--- config.mk ---
export PLATFORM = sky130hd
export DESIGN_NAME = servo_pwm_slew_hold_unit
export DESIGN_NICKNAME = d
export VERILOG_FILES = /design/src/hdl/svph_pkg.sv /design/src/hdl/svph_front.sv /design/src/hdl/svph_queue.sv /design/src/hdl/svph_div.sv /design/src/hdl/svph_back.sv /design/src/hdl/servo_pwm_slew_hold_unit.sv
export SDC_FILE = /design/constraint.sdc
export NUM_CORES = 2
export LEC_CHECK = 0
export ABC_AREA = 1
export ABC_CLOCK_PERIOD_IN_PS = 10000
export BUFFER_PORTS_ARGS = -buffer_cell sky130_fd_sc_hd__buf_4
export CAP_MARGIN = 20
export CORE_MARGIN = 1.5
export CORE_UTILIZATION = 59
export DETAILED_ROUTE_END_ITERATION = 6
export GPL_TIMING_DRIVEN = 0
export HOLD_SLACK_MARGIN = 0.03
export PLACE_DENSITY = 0.82
export SYNTH_ARGS = -nofsm -noshare
export SYNTH_HDL_FRONTEND = slang
export SYNTH_SLANG_ARGS = --single-unit
--- constraint.sdc ---
create_clock -name clk -period 10 [get_ports clk]
set_input_delay 0 -clock clk [delete_from_list [all_inputs] [get_ports clk]]
set_output_delay 0 -clock clk [all_outputs]
set_load 0.02 [all_outputs]
--- src/hdl/svph_pkg.sv ---
// Shared types, constants and register indexes of the servo pulse generator.
package svph_pkg;

  // Shortest frame length in microseconds; longer pulses stretch the frame.
  localparam logic [14:0] FRAME_MIN_US = 15'd20000;

  // Microseconds per millisecond, for the hold check.
  localparam logic [23:0] US_PER_MS = 24'd1000;

  // Saturation value of the hold counter.
  localparam logic [23:0] HOLD_SAT = 24'hFFFFFF;

  // Divider sizes: numerator 2*|d*dx| + span, denominator 2*span.
  localparam int NUM_W     = 30;
  localparam int DEN_W     = 14;
  localparam int QUO_W     = 16;
  localparam int DIV_STEPS = NUM_W / 2;
  localparam int DIV_CNT_W = $clog2(DIV_STEPS);

  // Configuration port sizes.
  localparam int CFG_ADDR_W = 3;
  localparam int CFG_DATA_W = 15;

  // Register indexes.
  localparam logic [CFG_ADDR_W-1:0] REG_MIN_PULSE = 3'd0;
  localparam logic [CFG_ADDR_W-1:0] REG_MAX_PULSE = 3'd1;
  localparam logic [CFG_ADDR_W-1:0] REG_MIN_ANGLE = 3'd2;
  localparam logic [CFG_ADDR_W-1:0] REG_MAX_ANGLE = 3'd3;
  localparam logic [CFG_ADDR_W-1:0] REG_CENTER    = 3'd4;
  localparam logic [CFG_ADDR_W-1:0] REG_SLEW      = 3'd5;
  localparam logic [CFG_ADDR_W-1:0] REG_DEADBAND  = 3'd6;
  localparam logic [CFG_ADDR_W-1:0] REG_HOLD_MS   = 3'd7;

  // Request kinds on in_tuser.
  localparam logic REQ_TICK = 1'b0;
  localparam logic REQ_CMD  = 1'b1;

  // Configuration register file contents.
  typedef struct packed {
    logic        [14:0] min_pulse;
    logic        [14:0] max_pulse;
    logic signed [12:0] min_angle;
    logic signed [12:0] max_angle;
    logic signed [12:0] center;
    logic        [14:0] slew;
    logic        [14:0] deadband;
    logic        [13:0] hold_ms;
  } cfg_t;

  // Classified item handed from the front to the back.
  typedef struct packed {
    logic        is_cmd;
    logic        span_ok;
    logic [12:0] d;
  } qent_t;

  // Divider request and response.
  typedef struct packed {
    logic             start;
    logic [NUM_W-1:0] num;
    logic [DEN_W-1:0] den;
  } div_req_t;

  typedef struct packed {
    logic             done;
    logic [QUO_W-1:0] quot;
  } div_rsp_t;

endpackage

--- src/hdl/svph_front.sv ---
// Input stage: accepts transactions and classifies them, clamping command angles.
module svph_front (
  input  logic                  clk,
  input  logic                  rst_n,
  input  svph_pkg::cfg_t        cfg,
  input  logic                  in_tvalid,
  output logic                  in_tready,
  input  logic [15:0]           in_tdata,   // [12:0] angle_offset
  input  logic                  in_tuser,   // [0] req_type
  output logic                  push,
  output svph_pkg::qent_t       push_ent,
  input  logic                  q_ready
);
  import svph_pkg::*;

  logic        fv_r, fv_nxt;
  qent_t       ent_r;
  qent_t       ent_nxt;
  logic        in_acc;

  logic signed [13:0] ang;
  logic signed [13:0] lo;
  logic signed [13:0] hi;
  logic signed [13:0] clamped;
  logic signed [14:0] d_full;
  logic signed [13:0] span;

  assign in_tready = !fv_r || q_ready;
  assign in_acc    = in_tvalid && in_tready;
  assign push      = fv_r && q_ready;
  assign push_ent  = ent_r;

  // Angle clamp: low limit first, then high limit.
  always_comb begin
    ang  = 14'(cfg.center) - 14'($signed(in_tdata[12:0]));
    lo   = 14'(cfg.min_angle);
    hi   = 14'(cfg.max_angle);
    span = hi - lo;
    if (ang < lo) begin
      clamped = lo;
    end else if (ang > hi) begin
      clamped = hi;
    end else begin
      clamped = ang;
    end
    d_full = 15'(clamped) - 15'(lo);
    ent_nxt.is_cmd  = (in_tuser == REQ_CMD);
    ent_nxt.span_ok = (span > 14'sd0);
    ent_nxt.d       = d_full[12:0];
  end

  // Valid flag of the stage register.
  always_comb begin
    fv_nxt = fv_r;
    if (in_acc) begin
      fv_nxt = 1'b1;
    end else if (push) begin
      fv_nxt = 1'b0;
    end
  end

  always_ff @(posedge clk) begin
    if (!rst_n) begin
      fv_r <= 1'b0;
    end else begin
      fv_r <= fv_nxt;
    end
  end

  always_ff @(posedge clk) begin
    if (in_acc) begin
      ent_r <= ent_nxt;
    end
  end

endmodule

--- src/hdl/svph_queue.sv ---
// Two-entry queue between the front and the back.
module svph_queue (
  input  logic             clk,
  input  logic             rst_n,
  input  logic             push,
  input  svph_pkg::qent_t  push_ent,
  output logic             q_ready,
  input  logic             pop,
  output logic             q_valid,
  output svph_pkg::qent_t  head
);
  import svph_pkg::*;

  qent_t       slot_r [2];
  logic        wr_ptr_r, wr_ptr_nxt;
  logic        rd_ptr_r, rd_ptr_nxt;
  logic [1:0]  cnt_r, cnt_nxt;

  assign q_ready = (cnt_r != 2'd2);
  assign q_valid = (cnt_r != 2'd0);
  assign head    = slot_r[rd_ptr_r];

  // Pointer and fill count update.
  always_comb begin
    wr_ptr_nxt = push ? !wr_ptr_r : wr_ptr_r;
    rd_ptr_nxt = pop ? !rd_ptr_r : rd_ptr_r;
    cnt_nxt    = cnt_r;
    if (push && !pop) begin
      cnt_nxt = cnt_r + 2'd1;
    end else if (pop && !push) begin
      cnt_nxt = cnt_r - 2'd1;
    end
  end

  always_ff @(posedge clk) begin
    if (!rst_n) begin
      wr_ptr_r <= 1'b0;
      rd_ptr_r <= 1'b0;
      cnt_r    <= 2'd0;
    end else begin
      wr_ptr_r <= wr_ptr_nxt;
      rd_ptr_r <= rd_ptr_nxt;
      cnt_r    <= cnt_nxt;
    end
  end

  always_ff @(posedge clk) begin
    if (push) begin
      slot_r[wr_ptr_r] <= push_ent;
    end
  end

endmodule

--- src/hdl/svph_div.sv ---
// Restoring divider that produces two quotient bits per cycle.
module svph_div (
  input  logic                clk,
  input  logic                rst_n,
  input  svph_pkg::div_req_t  req,
  output svph_pkg::div_rsp_t  rsp
);
  import svph_pkg::*;

  logic                 run_r;
  logic                 done_r;
  logic [DIV_CNT_W-1:0] cnt_r;
  logic [NUM_W-1:0]     num_r;
  logic [DEN_W-1:0]     den_r;
  logic [DEN_W-1:0]     rem_r;
  logic [QUO_W-1:0]     quo_r;

  logic [DEN_W:0]       r_a, r_b;
  logic [DEN_W:0]       s_a, s_b;
  logic                 ge_a, ge_b;
  logic [DEN_W-1:0]     rem_a, rem_b;

  assign rsp.done = done_r;
  assign rsp.quot = quo_r;

  // Two dependent compare-and-subtract steps.
  always_comb begin
    r_a   = {rem_r, num_r[NUM_W-1]};
    ge_a  = (r_a >= {1'b0, den_r});
    s_a   = ge_a ? (r_a - {1'b0, den_r}) : r_a;
    rem_a = s_a[DEN_W-1:0];
    r_b   = {rem_a, num_r[NUM_W-2]};
    ge_b  = (r_b >= {1'b0, den_r});
    s_b   = ge_b ? (r_b - {1'b0, den_r}) : r_b;
    rem_b = s_b[DEN_W-1:0];
  end

  // Iteration control.
  always_ff @(posedge clk) begin
    if (!rst_n) begin
      run_r  <= 1'b0;
      done_r <= 1'b0;
      cnt_r  <= '0;
    end else begin
      done_r <= 1'b0;
      if (req.start) begin
        run_r <= 1'b1;
        cnt_r <= '0;
      end else if (run_r) begin
        if (cnt_r == DIV_CNT_W'(DIV_STEPS - 1)) begin
          run_r  <= 1'b0;
          done_r <= 1'b1;
        end
        cnt_r <= cnt_r + DIV_CNT_W'(1);
      end
    end
  end

  // Datapath registers.
  always_ff @(posedge clk) begin
    if (req.start) begin
      num_r <= req.num;
      den_r <= req.den;
      rem_r <= '0;
      quo_r <= '0;
    end else if (run_r) begin
      num_r <= {num_r[NUM_W-3:0], 2'b00};
      rem_r <= rem_b;
      quo_r <= {quo_r[QUO_W-3:0], ge_a, ge_b};
    end
  end

endmodule

--- src/hdl/svph_back.sv ---
// Execution stage: pulse state, frame timing, angle mapping and result register.
module svph_back (
  input  logic                clk,
  input  logic                rst_n,
  input  svph_pkg::cfg_t      cfg,
  input  logic                q_valid,
  input  svph_pkg::qent_t     head,
  output logic                pop,
  output svph_pkg::div_req_t  div_req,
  input  svph_pkg::div_rsp_t  div_rsp,
  output logic                out_tvalid,
  input  logic                out_tready,
  output logic [31:0]         out_tdata    // [0] pwm_level, [1] output_active,
                                           // [16:2] current_pulse_us,
                                           // [31:17] target_pulse_us
);
  import svph_pkg::*;

  localparam logic [2:0] ST_IDLE = 3'd0;
  localparam logic [2:0] ST_MUL  = 3'd1;
  localparam logic [2:0] ST_PREP = 3'd2;
  localparam logic [2:0] ST_DIV  = 3'd3;
  localparam logic [2:0] ST_FIN  = 3'd4;

  logic [2:0]  st_r, st_nxt;

  // Block state.
  logic        active_r, active_nxt;
  logic [14:0] cur_r, cur_nxt;
  logic [14:0] tgt_r, tgt_nxt;
  logic [14:0] ftgt_r, ftgt_nxt;
  logic [14:0] phase_r, phase_nxt;
  logic        in_frame_r, in_frame_nxt;
  logic [23:0] since_r, since_nxt;

  // Command working registers.
  logic [12:0]        d_r;
  logic               span_ok_r;
  logic signed [29:0] prod_r;

  // Result register.
  logic        out_valid_r, out_valid_nxt;
  logic [31:0] out_data_r, out_data_nxt;

  logic        out_free;
  logic        do_tick;
  logic        do_cmd_pop;
  logic        do_fin;
  logic        level;

  // Tick datapath.
  logic signed [15:0] diff;
  logic signed [15:0] slew_s;
  logic [14:0]        frame_len;
  logic [14:0]        phase_inc;
  logic signed [15:0] err_s;
  logic [14:0]        err_abs;
  logic [23:0]        hold_us;

  // Command datapath.
  logic signed [15:0] dx;
  logic [28:0]        mag;
  logic signed [13:0] span_full;
  logic [12:0]        span;
  logic [QUO_W-1:0]   q;
  logic signed [17:0] pulse;
  logic [14:0]        pulse_cl;

  assign out_free   = !out_valid_r || out_tready;
  assign do_tick    = (st_r == ST_IDLE) && q_valid && !head.is_cmd && out_free;
  assign do_cmd_pop = (st_r == ST_IDLE) && q_valid && head.is_cmd;
  assign do_fin     = (st_r == ST_FIN) && out_free;
  assign pop        = do_tick || do_cmd_pop;

  assign out_tvalid = out_valid_r;
  assign out_tdata  = out_data_r;

  // Mapping arithmetic.
  always_comb begin
    dx        = 16'($signed({1'b0, cfg.max_pulse})) - 16'($signed({1'b0, cfg.min_pulse}));
    span_full = 14'(cfg.max_angle) - 14'(cfg.min_angle);
    span      = span_full[12:0];
    mag       = prod_r[29] ? 29'(-prod_r) : prod_r[28:0];
    div_req.start = (st_r == ST_PREP);
    div_req.num   = NUM_W'({mag, 1'b0}) + NUM_W'(span);
    div_req.den   = DEN_W'({span, 1'b0});
    q     = span_ok_r ? div_rsp.quot : '0;
    pulse = prod_r[29] ? (18'($signed({1'b0, cfg.min_pulse})) - 18'($signed({1'b0, q})))
                       : (18'($signed({1'b0, cfg.min_pulse})) + 18'($signed({1'b0, q})));
    if (pulse < 18'($signed({1'b0, cfg.min_pulse}))) begin
      pulse_cl = cfg.min_pulse;
    end else if (pulse > 18'($signed({1'b0, cfg.max_pulse}))) begin
      pulse_cl = cfg.max_pulse;
    end else begin
      pulse_cl = pulse[14:0];
    end
  end

  // State update for ticks and finished commands.
  always_comb begin
    active_nxt   = active_r;
    cur_nxt      = cur_r;
    tgt_nxt      = tgt_r;
    ftgt_nxt     = ftgt_r;
    phase_nxt    = phase_r;
    in_frame_nxt = in_frame_r;
    since_nxt    = since_r;
    level        = in_frame_r && (phase_r < cur_r);
    slew_s       = 16'($signed({1'b0, cfg.slew}));
    diff         = 16'($signed({1'b0, tgt_r})) - 16'($signed({1'b0, cur_r}));
    hold_us      = 24'(cfg.hold_ms) * US_PER_MS;
    frame_len    = FRAME_MIN_US;
    phase_inc    = '0;
    err_s        = '0;
    err_abs      = '0;
    if (do_tick) begin
      if (since_r != HOLD_SAT) begin
        since_nxt = since_r + 24'd1;
      end
      // A new frame first slews toward the target.
      if (active_r && !in_frame_r) begin
        if (diff > slew_s) begin
          diff = slew_s;
        end
        if (diff < -slew_s) begin
          diff = -slew_s;
        end
        cur_nxt      = cur_r + diff[14:0];
        ftgt_nxt     = tgt_r;
        phase_nxt    = '0;
        in_frame_nxt = 1'b1;
      end
      level = in_frame_nxt && (phase_nxt < cur_nxt);
      if (in_frame_nxt) begin
        frame_len = (cur_nxt > FRAME_MIN_US) ? cur_nxt : FRAME_MIN_US;
        phase_inc = phase_nxt + 15'd1;
        phase_nxt = phase_inc;
        // End of frame: release when on target and the hold has passed.
        if (phase_inc >= frame_len) begin
          err_s        = 16'($signed({1'b0, cur_nxt})) - 16'($signed({1'b0, ftgt_nxt}));
          err_abs      = err_s[15] ? 15'(-err_s) : err_s[14:0];
          in_frame_nxt = 1'b0;
          phase_nxt    = '0;
          if ((err_abs <= cfg.deadband) && (since_nxt >= hold_us)) begin
            active_nxt = 1'b0;
          end
        end
      end
    end else if (do_fin) begin
      tgt_nxt    = pulse_cl;
      since_nxt  = '0;
      active_nxt = 1'b1;
    end
  end

  // Sequencer for commands.
  always_comb begin
    st_nxt = st_r;
    case (st_r)
      ST_IDLE: begin
        if (do_cmd_pop) begin
          st_nxt = head.span_ok ? ST_MUL : ST_FIN;
        end
      end
      ST_MUL:  st_nxt = ST_PREP;
      ST_PREP: st_nxt = ST_DIV;
      ST_DIV: begin
        if (div_rsp.done) begin
          st_nxt = ST_FIN;
        end
      end
      ST_FIN: begin
        if (out_free) begin
          st_nxt = ST_IDLE;
        end
      end
      default: st_nxt = ST_IDLE;
    endcase
  end

  // Result register load.
  always_comb begin
    out_valid_nxt = out_valid_r;
    out_data_nxt  = out_data_r;
    if (do_tick || do_fin) begin
      out_valid_nxt = 1'b1;
      out_data_nxt  = {tgt_nxt, cur_nxt, active_nxt, level};
    end else if (out_tready) begin
      out_valid_nxt = 1'b0;
    end
  end

  always_ff @(posedge clk) begin
    if (!rst_n) begin
      st_r        <= ST_IDLE;
      out_valid_r <= 1'b0;
      active_r    <= 1'b0;
      cur_r       <= 15'd1500;
      tgt_r       <= 15'd1500;
      ftgt_r      <= 15'd1500;
      phase_r     <= '0;
      in_frame_r  <= 1'b0;
      since_r     <= '0;
    end else begin
      st_r        <= st_nxt;
      out_valid_r <= out_valid_nxt;
      active_r    <= active_nxt;
      cur_r       <= cur_nxt;
      tgt_r       <= tgt_nxt;
      ftgt_r      <= ftgt_nxt;
      phase_r     <= phase_nxt;
      in_frame_r  <= in_frame_nxt;
      since_r     <= since_nxt;
    end
  end

  // Payload registers.
  always_ff @(posedge clk) begin
    out_data_r <= out_data_nxt;
    if (do_cmd_pop) begin
      d_r       <= head.d;
      span_ok_r <= head.span_ok;
      prod_r    <= '0;
    end else if (st_r == ST_MUL) begin
      prod_r <= $signed(30'($signed({1'b0, d_r}))) * $signed(30'(dx));
    end
  end

endmodule

--- src/hdl/servo_pwm_slew_hold_unit.sv ---
// Top level of the servo pulse generator: register file and stage wiring.
//
// Input transactions carry either a one microsecond tick (in_tuser = 0) or an
// angle command (in_tuser = 1, offset in in_tdata). Every input transaction
// gives exactly one result transaction on the out_ channel: line level, output
// active flag, current and target pulse width.
// The front stage registers and classifies each transaction and hands it to a
// two-entry queue; the back stage executes it and loads the result register.
// A tick passes the front register, the queue and the result register; ticks
// flow at one per cycle while no command runs and the receiver takes each result.
// An angle command runs the product, divider set-up, radix-4 divider and finish
// states in turn (only finish when the angle span is empty) and holds the back stage until done.
// The input side keeps accepting while a result waits, until the queue and the
// front register are full. When the receiver stalls, the result register holds
// its value and the stages behind it fill up and stop in turn.
// Registers are written through cfg_we, cfg_addr and cfg_wdata; the user does so only while
// idle, which the block does not enforce. Synchronous reset loads the register defaults,
// empties the queue and puts the pulse state at 1500 us with the output inactive.
module servo_pwm_slew_hold_unit (
  input  logic                             clk,
  input  logic                             rst_n,
  input  logic                             cfg_we,
  input  logic [svph_pkg::CFG_ADDR_W-1:0]  cfg_addr,
  input  logic [svph_pkg::CFG_DATA_W-1:0]  cfg_wdata,
  input  logic                             in_tvalid,
  output logic                             in_tready,
  input  logic [15:0]                      in_tdata,    // [12:0] angle_offset
  input  logic                             in_tuser,    // [0] req_type
  output logic                             out_tvalid,
  input  logic                             out_tready,
  output logic [31:0]                      out_tdata    // [0] pwm_level,
                                                        // [1] output_active,
                                                        // [16:2] current_pulse_us,
                                                        // [31:17] target_pulse_us
);
  import svph_pkg::*;

  cfg_t      cfg_r, cfg_nxt;
  logic      push;
  qent_t     push_ent;
  logic      q_ready;
  logic      pop;
  logic      q_valid;
  qent_t     head;
  div_req_t  div_req;
  div_rsp_t  div_rsp;

  // Register file writes; values are masked to each register's width.
  always_comb begin
    cfg_nxt = cfg_r;
    if (cfg_we) begin
      case (cfg_addr)
        REG_MIN_PULSE: cfg_nxt.min_pulse = cfg_wdata;
        REG_MAX_PULSE: cfg_nxt.max_pulse = cfg_wdata;
        REG_MIN_ANGLE: cfg_nxt.min_angle = cfg_wdata[12:0];
        REG_MAX_ANGLE: cfg_nxt.max_angle = cfg_wdata[12:0];
        REG_CENTER:    cfg_nxt.center    = cfg_wdata[12:0];
        REG_SLEW:      cfg_nxt.slew      = cfg_wdata;
        REG_DEADBAND:  cfg_nxt.deadband  = cfg_wdata;
        REG_HOLD_MS:   cfg_nxt.hold_ms   = cfg_wdata[13:0];
        default:       cfg_nxt = cfg_r;
      endcase
    end
  end

  always_ff @(posedge clk) begin
    if (!rst_n) begin
      cfg_r.min_pulse <= 15'd500;
      cfg_r.max_pulse <= 15'd2500;
      cfg_r.min_angle <= 13'sd0;
      cfg_r.max_angle <= 13'sd1800;
      cfg_r.center    <= 13'sd1000;
      cfg_r.slew      <= 15'd15;
      cfg_r.deadband  <= 15'd6;
      cfg_r.hold_ms   <= 14'd250;
    end else begin
      cfg_r <= cfg_nxt;
    end
  end

  svph_front u_front (
    .clk       (clk),
    .rst_n     (rst_n),
    .cfg       (cfg_r),
    .in_tvalid (in_tvalid),
    .in_tready (in_tready),
    .in_tdata  (in_tdata),
    .in_tuser  (in_tuser),
    .push      (push),
    .push_ent  (push_ent),
    .q_ready   (q_ready)
  );

  svph_queue u_queue (
    .clk      (clk),
    .rst_n    (rst_n),
    .push     (push),
    .push_ent (push_ent),
    .q_ready  (q_ready),
    .pop      (pop),
    .q_valid  (q_valid),
    .head     (head)
  );

  svph_div u_div (
    .clk   (clk),
    .rst_n (rst_n),
    .req   (div_req),
    .rsp   (div_rsp)
  );

  svph_back u_back (
    .clk        (clk),
    .rst_n      (rst_n),
    .cfg        (cfg_r),
    .q_valid    (q_valid),
    .head       (head),
    .pop        (pop),
    .div_req    (div_req),
    .div_rsp    (div_rsp),
    .out_tvalid (out_tvalid),
    .out_tready (out_tready),
    .out_tdata  (out_tdata)
  );

endmodule

==> impl_metrics.csv <==
group,metric,value,unit
status,status,"complete, but fails checks",
status,violations,"negative setup slack",
timing,timing.final.crit_share,102,%
clock_network,clock_latency,0.63,ns
clock_network,cts_max_path_buffers,3,
place,pre_cts_ws,-1.73,ns
yosys,syn-num-nets,5723,
floorplanning,coreArea,65600,µm²
global_route,gr-total-overflow,0,
layout,num-nets-final,5932,
layout,fillers,5218,
place,gp_congestion,0.970,
run,drv_cap,0,
global_route,grt_max_degree,35,
global_route,grtUsageTotal,33.1,%
critical_path,crit_end,"u_back.out_tdata[1]",
critical_path,cp_common_cell,"nand2_1",
critical_path,setup.worst_path.start,"u_back.cur_r[3]",
worst_hold_path,hp-class,"in -> reg",
critical_path,timing.rr.end,"u_back.out_tdata[1]",
floorplanning,die_h,260,µm
layout,drive_gt1_share,9.13,%
critical_path,cp_max_fo,10,
yosys,synth_area,39000,µm²
clock_network,clock-sinks,409,
detailed_routing,final_antenna_net_count,0,
timing,finalWorstSetupSlack,-0.207,ns
timing,min_period,10.21,ns
detailed_routing,drc,0,
critical_path,critPathBufInv,13,
timing,relSlewSlack,16.6,%
clock_network,cts_tree,"yes",
layout,multi_input_area,26400,µm²
critical_path,cpMaxStageDelayCell,"dfxtp_1",
timing,hold_viol,0,
timing,skew,0.0614,ns
critical_path,worstPathArrival,10.59,ns
critical_path,cp_num_cells,74,
critical_path,crit_type,"reg -> reg",
place,io_buffer_count,68,
timing,fmax,98.0,MHz
yosys,yosysUniqueCellTypes,79,
critical_path,cp_top_family,"simple AND/OR/NAND/NOR gates",
yosys,synth_flop_cell,"dfxtp_1",
yosys,syn_area_per_cell,7.87,µm²
yosys,synth-seq-cells,409,
detailed_routing,wl_per_cell,18.7,µm
floorplanning,rows,94,
yosys,seq_area_frac_synth,24.4,%
place,place.detailed.hpwl,87800,µm
detailed_routing,num_vias,35200,
timing,setup_violations,2,
detailed_routing,drt-initial-drc-count,2775,
critical_path,r2r_slack,-0.21,ns
critical_path,max_stage_delay,0.38,ns
yosys,synthArstFlopShare,0,%
clock_network,clk_pin_slew,0.06,ns
critical_path,cp-end-kind,"flip-flop",
layout,ff_latch_area,9550,µm²
critical_path,r2r-start,"u_back.cur_r[3]",
timing,setup_tns,-0.324,ns
yosys,synth_edf_count,134,
yosys,synth_warnings,0,
critical_path,worstPathRequired,10.38,ns
global_route,antenna_found_initial,2,
detailed_routing,wl,114000,µm
clock_network,htreeDepth,2,
clock_network,cts_root_buffer,"clkbuf_16",
clock_network,numCtsBuffers,45,
floorplanning,dieArea,67600,µm²
timing,hold_ws,0.0813,ns
floorplanning,io_pins,74,
timing,slew_violations,0,
global_route,grt_pass1_wl,177000,µm
floorplanning,dieWidth,260,µm
timing,rsz0062_at_grt,"true",
critical_path,rr_worst_depth,74,
detailed_routing,vias_per_cell,5.81,
yosys,synthCells,4955,
global_route,grt_pass1_vias,34200,
timing,worstMarginPinSlew,1.25,ns
floorplanning,start_util,59.4,%
critical_path,worst_setup_path_start_kind,"flip-flop",
detailed_routing,drtPass1Iterations,6,
layout,area_growth,12.3,%
[registers in the layout, indices dropped and copies added (netlist names), 3 cells and up, named ones only]
register and flops:
u_back.st_r 3, u_div.quo_r 16, u_back.prod_r 30, u_div.cnt_r 4, u_queue.slot_r 30, u_back.ftgt_r 15
u_back.cur_r 15, u_back.out_tdata 32, u_div.den_r 13, cfg_r 113, u_front.push_ent 15, u_div.rem_r 14
u_back.tgt_r 15, u_back.d_r 13, u_back.since_r 24, u_back.phase_r 15, u_div.num_r 30
[worst register-to-register path, delay by kind of cell, from the launching register on]
family                     cells  cell delay (ns)
AOI/OAI and AO/OA             13             2.46
xor gates and xnor gates       3             0.55
adders and majority gates      6             1.80
buffers and inverters         13             1.25
DFF                            1             0.38
and+or+nand+nor               39             3.53
[metrics by stage]
step / instances / area [µm²] / utilization, %
after floorplan: 4955 / 39000 / -
after global placement: 5887 / 40600 / 61.8
after detailed placement: 5892 / 40700 / 62.0
after CTS: 6027 / 42900 / 65.3
after global routing: 6065 / 43800 / 66.8
final: 6065 / 43800 / 66.8
[area by class of cell]
class                   count  area share (%)
diodes                      1         0.00571
plain buffers             127            1.27
clock buffers              56            2.78
clock inverters            27           0.714
inverters                 887            7.61
multi-input cells        3532            60.2
flip-flops and latches    409            21.8
well taps                 864            2.47
repair buffers            162            3.15
[worst min path at each step]
stage,cells after the start,from,end
2_1_floorplan,0,in_tuser,u_front.push_ent[14]
3_3_place_gp,1,in_tuser,u_front.push_ent[14]
3_5_place_dp,1,in_tuser,u_front.push_ent[14]
4_1_cts,7,cfg_we,cfg_r[104]
5_1_grt,4,cfg_we,cfg_r[16]
6_report,7,cfg_we,cfg_r[104]
[cell usage after synthesis (10+ instances only)]
| cell | instances | area share [%] |
|---|---|---|
| fa_1 | 260 | 13 |
| xnor2_1 | 58 | 1.3 |
| edfxtp_1 | 134 | 10 |
| nor2_1 | 353 | 3.4 |
| nor4_1 | 20 | 0.32 |
| nand2_1 | 821 | 7.9 |
| a22oi_1 | 24 | 0.46 |
| a21o_1 | 10 | 0.19 |
| or2_2 | 25 | 0.40 |
| a21oi_1 | 445 | 5.7 |
| o31ai_1 | 10 | 0.19 |
| a211oi_1 | 16 | 0.31 |
| inv_1 | 867 | 8.3 |
| nand2_2 | 15 | 0.24 |
| nand3_1 | 114 | 1.5 |
| clkbuf_1 | 112 | 1.1 |
| xor2_1 | 185 | 4.2 |
| nor3_1 | 49 | 0.63 |
| ha_1 | 468 | 15 |
| o211ai_1 | 39 | 0.75 |
| o21ai_0 | 343 | 4.4 |
| a31oi_1 | 18 | 0.29 |
| nand4_1 | 46 | 0.74 |
| mux2_2 | 13 | 0.38 |
| dfxtp_1 | 275 | 14 |
| and2_1 | 16 | 0.26 |
| o21bai_1 | 25 | 0.48 |
| inv_2 | 17 | 0.16 |
| o21ai_1 | 27 | 0.35 |
[what timing repair did]
item,4_1_cts,5_1_grt
endpoints found under the hold margin,116,0
endpoints found under the setup margin,18,18
hold buffers,27,0
cloned,0,2
gates resized for setup,69,164
buffers inserted,25,33
pin swaps,21,76
[metal layers]
| metal | track usage [%] | wire length, µm | up-vias |
|---|---|---|---|
| met5 | 0 | 0 | - |
| li1 | - | - | 16600 |
| met2 | 55.3 | 52900 | 1653 |
| met4 | 18.8 | 7850 | 0 |
| met3 | 4.57 | 9310 | 474 |
| met1 | 41.0 | 43600 | 16500 |
[placed cells by master (no fill, tap or decap), types with 27 or more instances in the layout]
| cell type | count |
|---|---|
| o21ai_2 | 28 |
| inv_2 | 30 |
| nand3_1 | 111 |
| nand4_1 | 46 |
| a21oi_1 | 426 |
| o211ai_1 | 39 |
| dfxtp_1 | 266 |
| o21ai_1 | 32 |
| nand2_1 | 795 |
| nor2_1 | 345 |
| inv_1 | 854 |
| nor3_1 | 48 |
| o21ai_0 | 311 |
| clkbuf_1 | 113 |
| clkbuf_16 | 48 |
| edfxtp_1 | 134 |
| xnor2_1 | 57 |
| ha_1 | 446 |
| dlygate4sd3_1 | 27 |
| xor2_1 | 183 |
| buf_4 | 126 |
| fa_1 | 258 |
| nand2_2 | 37 |
[logic make-up after synthesis]
family          synth area share [%]
buf+inv                         9.82
mux                            0.581
fa+ha+maj                       28.4
xor+xnor                        5.58
other cells                  0.00962
flops                           24.4
simple gates                    16.3
compound gates                  14.9
Power is not shown: default switching activity piles up to over one toggle a cycle in this logic, so the estimate is an artifact.
